### src/design/utspc_pkg.sv
// Package for the UDP/TCP service port classifier.
// Holds operation and result codes, the fixed well-known port tables and field widths.
// No dependencies; imported by every module of the classifier.
package utspc_pkg;

    localparam int PORT_W = 16;
    localparam int OP_W   = 2;
    localparam int KIND_W = 4;
    localparam int HOUT_W = 8;

    // Operation codes carried in s_tuser
    localparam logic [OP_W-1:0] OP_CLASSIFY = 2'd0;
    localparam logic [OP_W-1:0] OP_ADD      = 2'd1;
    localparam logic [OP_W-1:0] OP_DELETE   = 2'd2;

    // Result kinds carried in m_tuser
    localparam logic [KIND_W-1:0] KIND_UNKNOWN    = 4'd0;
    localparam logic [KIND_W-1:0] KIND_TRANSIENT  = 4'd1;
    localparam logic [KIND_W-1:0] KIND_DHCP       = 4'd2;
    localparam logic [KIND_W-1:0] KIND_TFTP       = 4'd3;
    localparam logic [KIND_W-1:0] KIND_NTP        = 4'd4;
    localparam logic [KIND_W-1:0] KIND_RIP        = 4'd5;
    localparam logic [KIND_W-1:0] KIND_WELL_KNOWN = 4'd6;
    localparam logic [KIND_W-1:0] KIND_ADDED      = 4'd7;
    localparam logic [KIND_W-1:0] KIND_FULL       = 4'd8;
    localparam logic [KIND_W-1:0] KIND_DELETED    = 4'd9;

    localparam logic [7:0] PROTO_TCP = 8'd6;
    localparam logic [7:0] PROTO_UDP = 8'd17;

    localparam logic [PORT_W-1:0] PORT_DHCP_SERVER = 16'd67;
    localparam logic [PORT_W-1:0] PORT_DHCP_CLIENT = 16'd68;
    localparam logic [PORT_W-1:0] PORT_TFTP        = 16'd69;
    localparam logic [PORT_W-1:0] PORT_NTP         = 16'd123;
    localparam logic [PORT_W-1:0] PORT_RIP         = 16'd520;

    localparam int UDP_COUNT = 20;
    localparam int TCP_COUNT = 43;

    localparam logic [PORT_W-1:0] UDP_PORTS [UDP_COUNT] = '{
        16'd7, 16'd9, 16'd13, 16'd19, 16'd37, 16'd42, 16'd53, 16'd67, 16'd68, 16'd69,
        16'd79, 16'd123, 16'd512, 16'd513, 16'd514, 16'd517, 16'd520, 16'd550,
        16'd560, 16'd561
    };

    localparam logic [PORT_W-1:0] TCP_PORTS [TCP_COUNT] = '{
        16'd1, 16'd7, 16'd9, 16'd11, 16'd13, 16'd15, 16'd19, 16'd20, 16'd21, 16'd23,
        16'd25, 16'd37, 16'd39, 16'd42, 16'd43, 16'd53, 16'd67, 16'd68, 16'd69,
        16'd77, 16'd79, 16'd87, 16'd95, 16'd101, 16'd102, 16'd103, 16'd104, 16'd105,
        16'd109, 16'd113, 16'd117, 16'd119, 16'd123, 16'd144, 16'd512, 16'd513,
        16'd514, 16'd515, 16'd530, 16'd540, 16'd600, 16'd1524, 16'd6000
    };

endpackage

### src/design/utspc_wk_match.sv
// Well-known port lookup for one port against the TCP or UDP table.
// Depends on utspc_pkg for the port tables and protocol numbers.
module utspc_wk_match
    import utspc_pkg::*;
(
    input  logic [7:0]        protocol,
    input  logic [PORT_W-1:0] port,
    output logic              hit
);

    logic tcp_hit;
    logic udp_hit;

    // Compare against every table entry in parallel
    always_comb
    begin
        tcp_hit = 1'b0;
        udp_hit = 1'b0;
        for (int i = 0; i < TCP_COUNT; i++)
        begin
            if (TCP_PORTS[i] == port)
            begin
                tcp_hit = 1'b1;
            end
        end
        for (int i = 0; i < UDP_COUNT; i++)
        begin
            if (UDP_PORTS[i] == port)
            begin
                udp_hit = 1'b1;
            end
        end
    end

    assign hit = ((protocol == PROTO_TCP) && tcp_hit) || ((protocol == PROTO_UDP) && udp_hit);

endmodule

### src/design/udp_tcp_service_port_classifier.sv
// Top level of the UDP/TCP service port classifier: stream ports, sequencer, transient table.
// Depends on utspc_pkg and instantiates utspc_wk_match for the source and destination ports.
//
// The block takes one operation per input transfer (s_tuser selects classify, add or delete)
// and returns exactly one result transfer for each. A classify first matches the source port,
// then the destination port, against the fixed well-known table of its protocol (TCP or UDP);
// a hit returns the service and peer ports and, with a nonzero payload, steers DHCP, TFTP, NTP
// and RIP traffic to their decoders. Without a hit the transient table is walked one entry per
// cycle through the single read port of its memory, a source match winning over a destination
// match. Add claims the first deleted slot or else the next never-used slot, rejecting port zero
// and a full table; delete marks every matching live entry as deleted. Entries are never
// emptied again, so a fill count marks the used prefix of the memory: no clearing pass is needed
// after reset and the block is ready on the first cycle. A well-known hit, a rejected add
// and an unused opcode go from the evaluate state straight to the done state, with no walk;
// a table operation first walks the memory over every slot ever claimed, which is at most
// TRANSIENT_DEPTH slots, before it reaches the done state.
// A source match on a classify or a reused deleted slot on an add ends the walk
// early. A new item is accepted once the previous result sits in the output register,
// even while that result still waits for m_tready.
module udp_tcp_service_port_classifier
    import utspc_pkg::*;
#(
    parameter int TRANSIENT_DEPTH = 64,
    parameter int HANDLER_WIDTH   = 8
)
(
    input  logic        clk,
    input  logic        rst_n,
    input  logic        s_tvalid,
    output logic        s_tready,
    // protocol[7:0], sport[23:8], dport[39:24], payload_length[55:40],
    // transient_port[71:56], handler_in[79:72]
    input  logic [79:0] s_tdata,
    // opcode[1:0]
    input  logic [1:0]  s_tuser,
    output logic        m_tvalid,
    input  logic        m_tready,
    // handler_out[7:0], reply_direction[8], service_port[24:9], peer_port[40:25], zero fill
    output logic [47:0] m_tdata,
    // result_kind[3:0]
    output logic [3:0]  m_tuser
);

    localparam int AW = $clog2(TRANSIENT_DEPTH);
    localparam int CW = $clog2(TRANSIENT_DEPTH + 1);
    localparam int HW = HANDLER_WIDTH;
    // Memory word: deleted flag, port, handler
    localparam int MW = 1 + PORT_W + HW;

    localparam logic [1:0] S_IDLE = 2'd0;
    localparam logic [1:0] S_EVAL = 2'd1;
    localparam logic [1:0] S_SCAN = 2'd2;
    localparam logic [1:0] S_DONE = 2'd3;

    // Control
    logic [1:0]    state_reg, state_next;
    logic [CW-1:0] fill_reg, fill_next;
    logic [CW-1:0] addr_reg, addr_next;
    logic          rdv_reg, rdv_next;
    logic          out_valid_reg;
    logic          out_load;

    // Captured item
    logic [OP_W-1:0]   op_reg;
    logic [7:0]        proto_reg;
    logic [PORT_W-1:0] src_reg;
    logic [PORT_W-1:0] dst_reg;
    logic              plen_nz_reg;
    logic [PORT_W-1:0] tport_reg;
    logic [HW-1:0]     hin_reg;
    logic [HW+7:0]     hin_wide;

    // Scan tracking
    logic [AW-1:0]     ridx_reg, ridx_next;
    logic              dfound_reg, dfound_next;
    logic [HOUT_W-1:0] dhdl_reg, dhdl_next;

    // Pending result
    logic [KIND_W-1:0] kind_reg, kind_next;
    logic [HOUT_W-1:0] hout_reg, hout_next;
    logic              reply_reg, reply_next;
    logic [PORT_W-1:0] svc_reg, svc_next;
    logic [PORT_W-1:0] peer_reg, peer_next;

    // Output register
    logic [47:0] m_tdata_reg;
    logic [3:0]  m_tuser_reg;

    // Transient table memory
    logic [MW-1:0] mem [TRANSIENT_DEPTH];
    logic [MW-1:0] rd_data_reg;
    logic [AW-1:0] rd_addr;
    logic          mem_we;
    logic [AW-1:0] mem_wa;
    logic [MW-1:0] mem_wd;

    logic              rd_del;
    logic [PORT_W-1:0] rd_port;
    logic [HW-1:0]     rd_hdl;
    logic [HW+7:0]     rd_hdl_wide;
    logic [HOUT_W-1:0] rd_hdl8;
    logic              rd_used;

    logic          wk_src;
    logic          wk_dst;
    logic          issue;
    logic          take_in;
    logic [PORT_W-1:0] svc_sel;

    utspc_wk_match u_wk_src
    (
        .protocol (proto_reg),
        .port     (src_reg),
        .hit      (wk_src)
    );

    utspc_wk_match u_wk_dst
    (
        .protocol (proto_reg),
        .port     (dst_reg),
        .hit      (wk_dst)
    );

    assign s_tready = (state_reg == S_IDLE);
    assign take_in  = s_tvalid && s_tready;
    assign hin_wide = {{HW{1'b0}}, s_tdata[79:72]};

    assign rd_del      = rd_data_reg[MW-1];
    assign rd_port     = rd_data_reg[HW +: PORT_W];
    assign rd_hdl      = rd_data_reg[HW-1:0];
    assign rd_hdl_wide = {8'd0, rd_hdl};
    assign rd_hdl8     = rd_hdl_wide[HOUT_W-1:0];
    assign rd_used     = !rd_del;

    assign issue   = (addr_reg != fill_reg);
    assign svc_sel = wk_src ? src_reg : dst_reg;

    always_comb
    begin
        state_next  = state_reg;
        fill_next   = fill_reg;
        addr_next   = addr_reg;
        rdv_next    = 1'b0;
        ridx_next   = ridx_reg;
        dfound_next = dfound_reg;
        dhdl_next   = dhdl_reg;
        kind_next   = kind_reg;
        hout_next   = hout_reg;
        reply_next  = reply_reg;
        svc_next    = svc_reg;
        peer_next   = peer_reg;
        mem_we      = 1'b0;
        mem_wa      = ridx_reg;
        mem_wd      = {1'b0, tport_reg, hin_reg};
        rd_addr     = addr_reg[AW-1:0];
        out_load    = 1'b0;

        unique case (state_reg)
            S_IDLE:
            begin
                if (s_tvalid)
                begin
                    state_next = S_EVAL;
                end
            end
            S_EVAL:
            begin
                kind_next   = KIND_UNKNOWN;
                hout_next   = '0;
                reply_next  = 1'b0;
                svc_next    = '0;
                peer_next   = '0;
                addr_next   = '0;
                dfound_next = 1'b0;
                dhdl_next   = '0;
                unique case (op_reg)
                    OP_CLASSIFY:
                    begin
                        if (wk_src || wk_dst)
                        begin
                            // Source port first: a reply from the service
                            reply_next = wk_src;
                            svc_next   = svc_sel;
                            peer_next  = wk_src ? dst_reg : src_reg;
                            kind_next  = KIND_WELL_KNOWN;
                            if (plen_nz_reg)
                            begin
                                case (svc_sel)
                                    PORT_DHCP_SERVER, PORT_DHCP_CLIENT: kind_next = KIND_DHCP;
                                    PORT_TFTP: kind_next = KIND_TFTP;
                                    PORT_NTP:  kind_next = KIND_NTP;
                                    PORT_RIP:  kind_next = KIND_RIP;
                                    default:   kind_next = KIND_WELL_KNOWN;
                                endcase
                            end
                            state_next = S_DONE;
                        end
                        else
                        begin
                            state_next = S_SCAN;
                        end
                    end
                    OP_ADD:
                    begin
                        if (tport_reg == '0)
                        begin
                            kind_next  = KIND_DELETED;
                            state_next = S_DONE;
                        end
                        else
                        begin
                            state_next = S_SCAN;
                        end
                    end
                    OP_DELETE:
                    begin
                        state_next = S_SCAN;
                    end
                    default:
                    begin
                        state_next = S_DONE;
                    end
                endcase
            end
            S_SCAN:
            begin
                // Issue one read per cycle over the claimed prefix
                rdv_next  = issue;
                ridx_next = addr_reg[AW-1:0];
                if (issue)
                begin
                    addr_next = addr_reg + CW'(1);
                end
                if (rdv_reg)
                begin
                    case (op_reg)
                        OP_CLASSIFY:
                        begin
                            if (rd_used && (rd_port == src_reg))
                            begin
                                kind_next  = KIND_TRANSIENT;
                                hout_next  = rd_hdl8;
                                rdv_next   = 1'b0;
                                state_next = S_DONE;
                            end
                            else if (rd_used && (rd_port == dst_reg) && !dfound_reg)
                            begin
                                // Hold the first destination match until the walk ends
                                dfound_next = 1'b1;
                                dhdl_next   = rd_hdl8;
                            end
                        end
                        OP_ADD:
                        begin
                            if (rd_del)
                            begin
                                mem_we     = 1'b1;
                                kind_next  = KIND_ADDED;
                                rdv_next   = 1'b0;
                                state_next = S_DONE;
                            end
                        end
                        OP_DELETE:
                        begin
                            if (rd_used && (rd_port == tport_reg))
                            begin
                                mem_we = 1'b1;
                                mem_wd = {1'b1, rd_port, rd_hdl};
                            end
                        end
                        default:
                        begin
                        end
                    endcase
                end
                else if (!issue)
                begin
                    // Walk finished without an early stop
                    state_next = S_DONE;
                    case (op_reg)
                        OP_CLASSIFY:
                        begin
                            if (dfound_reg)
                            begin
                                kind_next = KIND_TRANSIENT;
                                hout_next = dhdl_reg;
                            end
                        end
                        OP_ADD:
                        begin
                            if (fill_reg < CW'(TRANSIENT_DEPTH))
                            begin
                                mem_we    = 1'b1;
                                mem_wa    = fill_reg[AW-1:0];
                                fill_next = fill_reg + CW'(1);
                                kind_next = KIND_ADDED;
                            end
                            else
                            begin
                                kind_next = KIND_FULL;
                            end
                        end
                        OP_DELETE:
                        begin
                            kind_next = KIND_DELETED;
                        end
                        default:
                        begin
                        end
                    endcase
                end
            end
            S_DONE:
            begin
                if (!out_valid_reg || m_tready)
                begin
                    out_load   = 1'b1;
                    state_next = S_IDLE;
                end
            end
            default:
            begin
                state_next = S_IDLE;
            end
        endcase
    end

    always_ff @(posedge clk or negedge rst_n)
    begin
        if (!rst_n)
        begin
            state_reg     <= S_IDLE;
            fill_reg      <= '0;
            addr_reg      <= '0;
            rdv_reg       <= 1'b0;
            out_valid_reg <= 1'b0;
        end
        else
        begin
            state_reg <= state_next;
            fill_reg  <= fill_next;
            addr_reg  <= addr_next;
            rdv_reg   <= rdv_next;
            if (out_load)
            begin
                out_valid_reg <= 1'b1;
            end
            else if (m_tready)
            begin
                out_valid_reg <= 1'b0;
            end
        end
    end

    always_ff @(posedge clk)
    begin
        if (take_in)
        begin
            op_reg      <= s_tuser;
            proto_reg   <= s_tdata[7:0];
            src_reg     <= s_tdata[23:8];
            dst_reg     <= s_tdata[39:24];
            plen_nz_reg <= (s_tdata[55:40] != '0);
            tport_reg   <= s_tdata[71:56];
            hin_reg     <= hin_wide[HW-1:0];
        end
        ridx_reg   <= ridx_next;
        dfound_reg <= dfound_next;
        dhdl_reg   <= dhdl_next;
        kind_reg   <= kind_next;
        hout_reg   <= hout_next;
        reply_reg  <= reply_next;
        svc_reg    <= svc_next;
        peer_reg   <= peer_next;
        if (out_load)
        begin
            m_tdata_reg <= {7'd0, peer_reg, svc_reg, reply_reg, hout_reg};
            m_tuser_reg <= kind_reg;
        end
    end

    // Table memory: one write port, one registered read port
    always_ff @(posedge clk)
    begin
        if (mem_we)
        begin
            mem[mem_wa] <= mem_wd;
        end
        rd_data_reg <= mem[rd_addr];
    end

    assign m_tvalid = out_valid_reg;
    assign m_tdata  = m_tdata_reg;
    assign m_tuser  = m_tuser_reg;

    a_write_in_scan: assert property (@(posedge clk) disable iff (!rst_n)
        mem_we |-> (state_reg == S_SCAN))
        else $error("table written outside the walk");

    a_fill_steps: assert property (@(posedge clk) disable iff (!rst_n)
        (fill_reg != $past(fill_reg)) |-> (fill_reg == $past(fill_reg) + CW'(1)))
        else $error("fill count moved by other than one");

    a_fill_bound: assert property (@(posedge clk) disable iff (!rst_n)
        fill_reg <= CW'(TRANSIENT_DEPTH))
        else $error("fill count beyond table depth");

    a_read_in_scan: assert property (@(posedge clk) disable iff (!rst_n)
        rdv_reg |-> (state_reg == S_SCAN))
        else $error("read in flight outside the walk");

    a_out_from_done: assert property (@(posedge clk) disable iff (!rst_n)
        $rose(m_tvalid) |-> ($past(state_reg) == S_DONE))
        else $error("result loaded without a finished item");

endmodule

### config.mk
export PLATFORM = sky130hd
export DESIGN_NAME = udp_tcp_service_port_classifier
export DESIGN_NICKNAME = d
export VERILOG_FILES = /design/src/design/utspc_pkg.sv /design/src/design/utspc_wk_match.sv /design/src/design/udp_tcp_service_port_classifier.sv
export SDC_FILE = /design/constraint.sdc
export NUM_CORES = 2
export LEC_CHECK = 0
export BUFFER_PORTS_ARGS = -buffer_cell sky130_fd_sc_hd__buf_2
export CELL_PAD_IN_SITES_DETAIL_PLACEMENT = 0
export CELL_PAD_IN_SITES_GLOBAL_PLACEMENT = 1
export CORE_AREA = 2 2 339 475
export CTS_BUF_LIST = sky130_fd_sc_hd__clkbuf_8
export CTS_CLUSTER_DIAMETER = 150
export DETAILED_ROUTE_END_ITERATION = 12
export DIE_AREA = 0 0 341 477
export PLACE_DENSITY_LB_ADDON = 0.15
export SLEW_MARGIN = 20
export SYNTH_ARGS = -nofsm -noshare
export SYNTH_HDL_FRONTEND = slang
export SYNTH_SLANG_ARGS = --single-unit
### constraint.sdc
create_clock -name clk -period 3.9 [get_ports clk]
set_input_delay 0.39 -clock clk [delete_from_list [all_inputs] [get_ports clk]]
set_output_delay 0.39 -clock clk [all_outputs]
set_load 0.05 [all_outputs]
Word-level counts from Yosys, hierarchy flattened
Memory sizes are Yosys's and may differ from the RTL's. A register that Yosys moved wholly into a read port is not among the register bits.
Cells that the tools add are included.

word-level totals
  flip-flop bits (word level) = 190
  memory bits (writable) = 1600
  output and inout bits = 54
  word-level logic and storage cells = 385
  memories kept = 1

operators by class
  $add $sub $neg = 2
  magnitude comparators = 1
  equality and inequality tests = 127
  multiplexer cells = 200
  bitwise logic cells = 2
  reduce and logical (&&, ||, !) cells = 30

memories
  memory  depth  bits a word  read ports  clocked after memory_dff  wr ports  RTL line                               source
  mem     64     25           1           1                         1         udp_tcp_service_port_classifier.sv:90  logic [MW-1:0] mem [TRANSIENT_DEPTH];

operator list
  cell                                                                     count
  7-bit by 16-bit equality test with 1-bit output, first input constant    34
  10-bit by 16-bit equality test with 1-bit output, first input constant   24
  5-bit by 16-bit equality test with 1-bit output, first input constant    10
  6-bit by 16-bit equality test with 1-bit output, first input constant    10
  1-bit 2-to-1 mux                                                         149
  4-bit by 16-bit equality test with 1-bit output, first input constant    8
  25-bit 2-to-1 mux                                                        4
  8-bit 2-to-1 mux                                                         10
  16-bit by 7-bit equality test with 1-bit output, second input constant   4
  16-bit equality test                                                     3
  1-bit by 16-bit equality test with 1-bit output, first input constant    2
  11-bit by 16-bit equality test with 1-bit output, first input constant   2
  13-bit by 16-bit equality test with 1-bit output, first input constant   2
  3-bit by 16-bit equality test with 1-bit output, first input constant    2
  8-bit by 16-bit equality test with 1-bit output, first input constant    2
  16-bit 2-to-1 mux                                                        2
  8-bit one-hot mux with 2 select lines                                    2
  6-bit 2-to-1 mux                                                         5
  4-bit 2-to-1 mux                                                         7
  4-bit one-hot mux with 2 select lines                                    3
  16-bit by 10-bit equality test with 1-bit output, second input constant  1
  16-bit zero test                                                         1
  16-bit nonzero test                                                      1
  5-bit AND reduction                                                      3
  33 further kinds                                                         71

Logic depth before layout (Yosys ltp)
  depth in word-level cells = 54
  gate-level depth with buffers = 11
  gate-level depth less buffers = 8

Modules after synthesis
Synthesis repeated with hierarchy kept, for this count alone.

unflattened totals
  cell total of the unflattened synthesis = 3386
  area total of the unflattened synthesis = 71466.0 um^2

by module, submodules not included
  module                           instances  cells each  area each (um^2)  sequential area each (um^2)
  udp_tcp_service_port_classifier  1          3178        70164.8           54161.9
  utspc_wk_match                   2          104         650.6             0.0

Worst setup path after synthesis
No wires, ideal clock.

  path kind = reg2reg
  start point = reg addr_reg[5]
  end point = mem mem[0][0] (netlist bit), enable pin
  setup time = 0.407 ns
  arrival = 3.334 ns
  slack = 0.160 ns
  cell stages (with the launch flop) = 10
  clock period less this slack = 3.740 ns
  cells stage by stage = dfrtp_1 > clkbuf_1 > xor2_1 > nor4_1 > nand4_1 > nor4_4 > mux2i_1 > nor2b_1 > nand2_1 > nor2_1

on the way
  word-level cells in the longest chain between the ends = 6

ends and longest elaborated chain
  element                                 RTL line                                source
  from (decl)                             udp_tcp_service_port_classifier.sv:58   logic [CW-1:0] addr_reg, addr_next;
  from (signal assigned)                  udp_tcp_service_port_classifier.sv:342  addr_reg <= addr_next;
  7-bit != test (*)                       udp_tcp_service_port_classifier.sv:135  assign issue = (addr_reg != fill_reg);
  1-bit 2-to-1 mux                        udp_tcp_service_port_classifier.sv:276  else if (!issue)
  1-bit 2-to-1 mux                        udp_tcp_service_port_classifier.sv:234  if (rdv_reg)
  1-bit 2-to-1 mux                        udp_tcp_service_port_classifier.sv:158  unique case (state_reg)
  1-bit 2-to-1 mux                        udp_tcp_service_port_classifier.sv:385  if (mem_we)
  1-bit 2-to-1 mux (not written as such)  udp_tcp_service_port_classifier.sv:387  mem[mem_wa] <= mem_wd;
  to (decl)                               udp_tcp_service_port_classifier.sv:90

Every way passes the cells marked *; elsewhere a longest branch is shown, timed or not.

Final worst setup path
  start point = reg dst_reg[2]
  end point = reg kind_reg[1], data pin

on the way
  word-level cells in the longest chain between the ends = 50

ends and longest elaborated chain
  element                                          RTL line                                source
  from (decl)                                      udp_tcp_service_port_classifier.sv:67   logic [PORT_W-1:0] dst_reg;
  from (signal assigned)                           udp_tcp_service_port_classifier.sv:362  dst_reg <= s_tdata[39:24];
  1-bit by 16-bit equality test with 1-bit output  utspc_wk_match.sv:21                    if (TCP_PORTS[i] == port)
  1-bit 2-to-1 mux (43 in series)                  utspc_wk_match.sv:21
  1-bit logical AND                                utspc_wk_match.sv:35                    assign hit = ((protocol == PROTO_TCP) && tcp_hit) || ((protocol == PROTO_UDP) && udp_hit);
  1-bit logical OR                                 utspc_wk_match.sv:35
  1-bit logical OR                                 udp_tcp_service_port_classifier.sv:179  if (wk_src || wk_dst)
  3-bit 2-to-1 mux (*)                             udp_tcp_service_port_classifier.sv:179
  4-bit one-hot mux with 2 select lines (*)        udp_tcp_service_port_classifier.sv:176  unique case (op_reg)
  4-bit one-hot mux with 2 select lines (*)        udp_tcp_service_port_classifier.sv:158
  net kind_next[1]                                 udp_tcp_service_port_classifier.sv:79   logic [KIND_W-1:0] kind_reg, kind_next;
  to (signal assigned)                             udp_tcp_service_port_classifier.sv:370  kind_reg <= kind_next;
  to (decl)                                        udp_tcp_service_port_classifier.sv:79

The timed path passes the listed nets; every way through them passes the cells marked *.
A chain may end at the register's enable or synchronous reset.

==> flow_metrics.env <==
export IMPL_grt_usage=0.227
export IMPL_r2r_start="dst_reg[2]"
export IMPL_worstPathArrival_ns=4.48
export IMPL_start_util=0.448
export IMPL_cp_max_fo=21
export IMPL_first_iter_violations=3228
export IMPL_boundaryPins=140
export IMPL_cts_path_max_buffers=4
export IMPL_path_class="reg -> reg"
export IMPL_timing_rr_end="kind_reg[1]"
export IMPL_synth_avg_cell_area_um2=22.5
export IMPL_firstDrtPassIters=5
export IMPL_area_growth_pct=15.4
export IMPL_largest_reg_flops=1600
export IMPL_synth_main_ff_cell="edfxtp_1"
export IMPL_drv_cap=0
export IMPL_synth_seq_area_share=0.763
export IMPL_async_flop_share=0.00992
export IMPL_die_h_um=477
export IMPL_syn_inst=3151
export IMPL_synth_most_common_cell="edfxtp_1"
export IMPL_yosysTopAreaCellShare=0.750
export IMPL_period_share=0.971
export IMPL_core_area_um2=158000
export IMPL_synth_warnings=0
export IMPL_worst_slack_ns=0.112
export IMPL_p_per_area_nw_per_um2=589
export IMPL_post_synth_instance_area_um2=70900
export IMPL_fin_crit_ns=3.79
export IMPL_crit_start="dst_reg[2]"
export IMPL_hold_viol_final=0
export IMPL_slew_headroom=0.358
export IMPL_gp_congestion=0.922
export IMPL_finalCoreUtilization=0.517
export IMPL_startpoint_type="flop"
export IMPL_wl_per_cell_um=30.9
export IMPL_totalNegativeSetupSlack_ns=0
export IMPL_fmax_mhz=264
export IMPL_drc_errors=0
export IMPL_place_inst=5363
export IMPL_final_area_um2=81900
export IMPL_required_ns=4.60
export IMPL_grt_pass1_wl_mm=262
export IMPL_grt_max_degree=118
export IMPL_grt_pass1_vias=36400
export IMPL_finalSetupViolCount=0
export IMPL_leakagePower_nw=25.3
export IMPL_yosys_area_top_type="edfxtp_1"
export IMPL_synth_edff_count=1772
export IMPL_status="finished, final reports clean"
export IMPL_post_dp_hpwl_mm=110
export IMPL_rsz0062_at_grt="false"
export IMPL_ys_ff_latch=1815
export IMPL_r2r_slack_ns=0.11
export IMPL_hp_class="in -> async"
export IMPL_end_kind="flop"
export IMPL_clk_latency_ns=1.01
export IMPL_drv_slew=0
export IMPL_layout_cells_non_filler=5929
export IMPL_cts_tree="yes"
export IMPL_clkTransAtPathRegs_ns=0.07
export IMPL_row_count=173
export IMPL_cts_sinks=1815
export IMPL_synth_top_cells_by_area="edfxtp_1 75%, mux4_2 17%, dfxtp_1 0.71%, dfrtp_1 0.63%, nor2_1 0.62%"
export IMPL_total_power_mw=48.2
export IMPL_cts_inserted_buffers=286
export IMPL_nFillCells=12400
export IMPL_drive_gt1_frac=0.333
export IMPL_cts_root_buf="clkbuf_8"
export IMPL_synth_distinct_cells=87
export IMPL_fin_skew_ns=0.0551
export IMPL_nets=3721
export IMPL_portBuffers=132
export IMPL_fp_dieArea_um2=163000
export IMPL_wl_mm=183
export IMPL_vdd_drop_max_uv=401
export IMPL_grt_overflow=0
export IMPL_via_per_inst=5.78
export IMPL_htree_levels=5
export IMPL_antenna_found_initial=11
export IMPL_synth_common_cells="1772 x edfxtp_1, 525 x mux4_2, 117 x nor2_1, 102 x clkbuf_1, 61 x buf_2"
export IMPL_worstMarginPinSlew_ns=0.963
export IMPL_cts_resized_gates=0
export IMPL_ff2ff_path_depth=8
export IMPL_final_antenna_net_count=0
export IMPL_dpl_worst_slack_ns=0.279
export IMPL_hold_ws_ns=0.0710
export IMPL_die_w_um=341
export IMPL_vias=34300
export IMPL_placed_area_um2=75800
worst max-delay path by stage:
stage,end,slack [ns],depth (start not counted)
after floorplan,mem[0][0],0.16,9
after global placement,kind_reg[1],0.23,8
after detailed placement,kind_reg[0],0.28,8
after CTS,kind_reg[1],0.27,8
after global routing,kind_reg[0],0.06,8
final,kind_reg[1],0.11,8
worst max-delay path, cell delays in order, from the launching register on:
cell and delay (ns):
edfxtp_1 0.98, nor2b_1 0.44, o31ai_1 0.13, a221o_1 0.37, a32oi_1 0.19, nand4_1 0.31
nor4_1 0.79, o31a_1 0.20, a31oi_1 0.06
layer usage:
metal / GRT usage / wire (um)
met5: 0 / 16
met4: 0.0899 / 6540
met3: 0.0380 / 8750
met1: 0.273 / 69100
met2: 0.407 / 98900
where the power goes:
group	total, mW	leakage [nW]	switching [mW]	internal, mW
Combinational	9.34	6.09	5.48	3.86
Clock	15.1	2.95	7.22	7.92
Sequential	23.7	16.3	0.754	23.0
Total	48.2	25.3	13.5	34.7
cells in the final DEF (no fill, tap or decap), types with 9 or more instances in the layout:
master / instances
buf_12: 58
nor2_1: 52
inv_1: 97
and2_1: 11
dfrtp_1: 13
mux4_2: 525
clkinv_2: 31
nand3b_1: 12
nand3_1: 19
nand2b_1: 18
o31ai_1: 9
clkinvlp_4: 11
nor4b_1: 9
nor4_1: 22
dlygate4sd3_1: 74
clkinv_1: 57
nand4_1: 17
nor3_1: 17
mux2i_1: 37
nor2_4: 61
ha_1: 10
nor2b_1: 21
xor2_1: 34
buf_4: 103
bufinv_16: 14
buf_2: 132
nand2_1: 52
a21oi_1: 18
xnor2_1: 32
dfxtp_1: 25
o21ai_0: 22
edfxtp_1: 1772
clkbuf_8: 294
conb_1: 11
repair_timing:
item                       CTS  global route
setup endpoints to repair    0             0
hold buffers                74             0
buffers inserted             0             0
hold endpoints to repair    93             0
layout make-up:
cell class	instances	area [um^2]	share of cell area
sequential	1815	54200	0.662
multi-input combinational	1138	16400	0.200
clock buffer	294	4050	0.0494
timing repair buffer	367	3340	0.0408
tap	2100	2630	0.0321
clock inverter	194	1180	0.0144
inverter	17	63.8	0.000780
antenna	4	10.0	0.000122
kinds of logic after synthesis:
| logic type | after synthesis | share of synthesized area |
|---|---|---|
| AO/OA/AOI/OAI | 110 | 0.0118 |
| adder cells (fa/ha/maj) | 11 | 0.00190 |
| buffers and inverters | 208 | 0.0130 |
| multiplexers | 573 | 0.174 |
| flip-flops | 1815 | 0.763 |
| AND/OR/NAND/NOR | 367 | 0.0280 |
| XOR/XNOR | 66 | 0.00815 |
| other | 1 | 0.0000529 |
(Power assumes the default switching activity.)
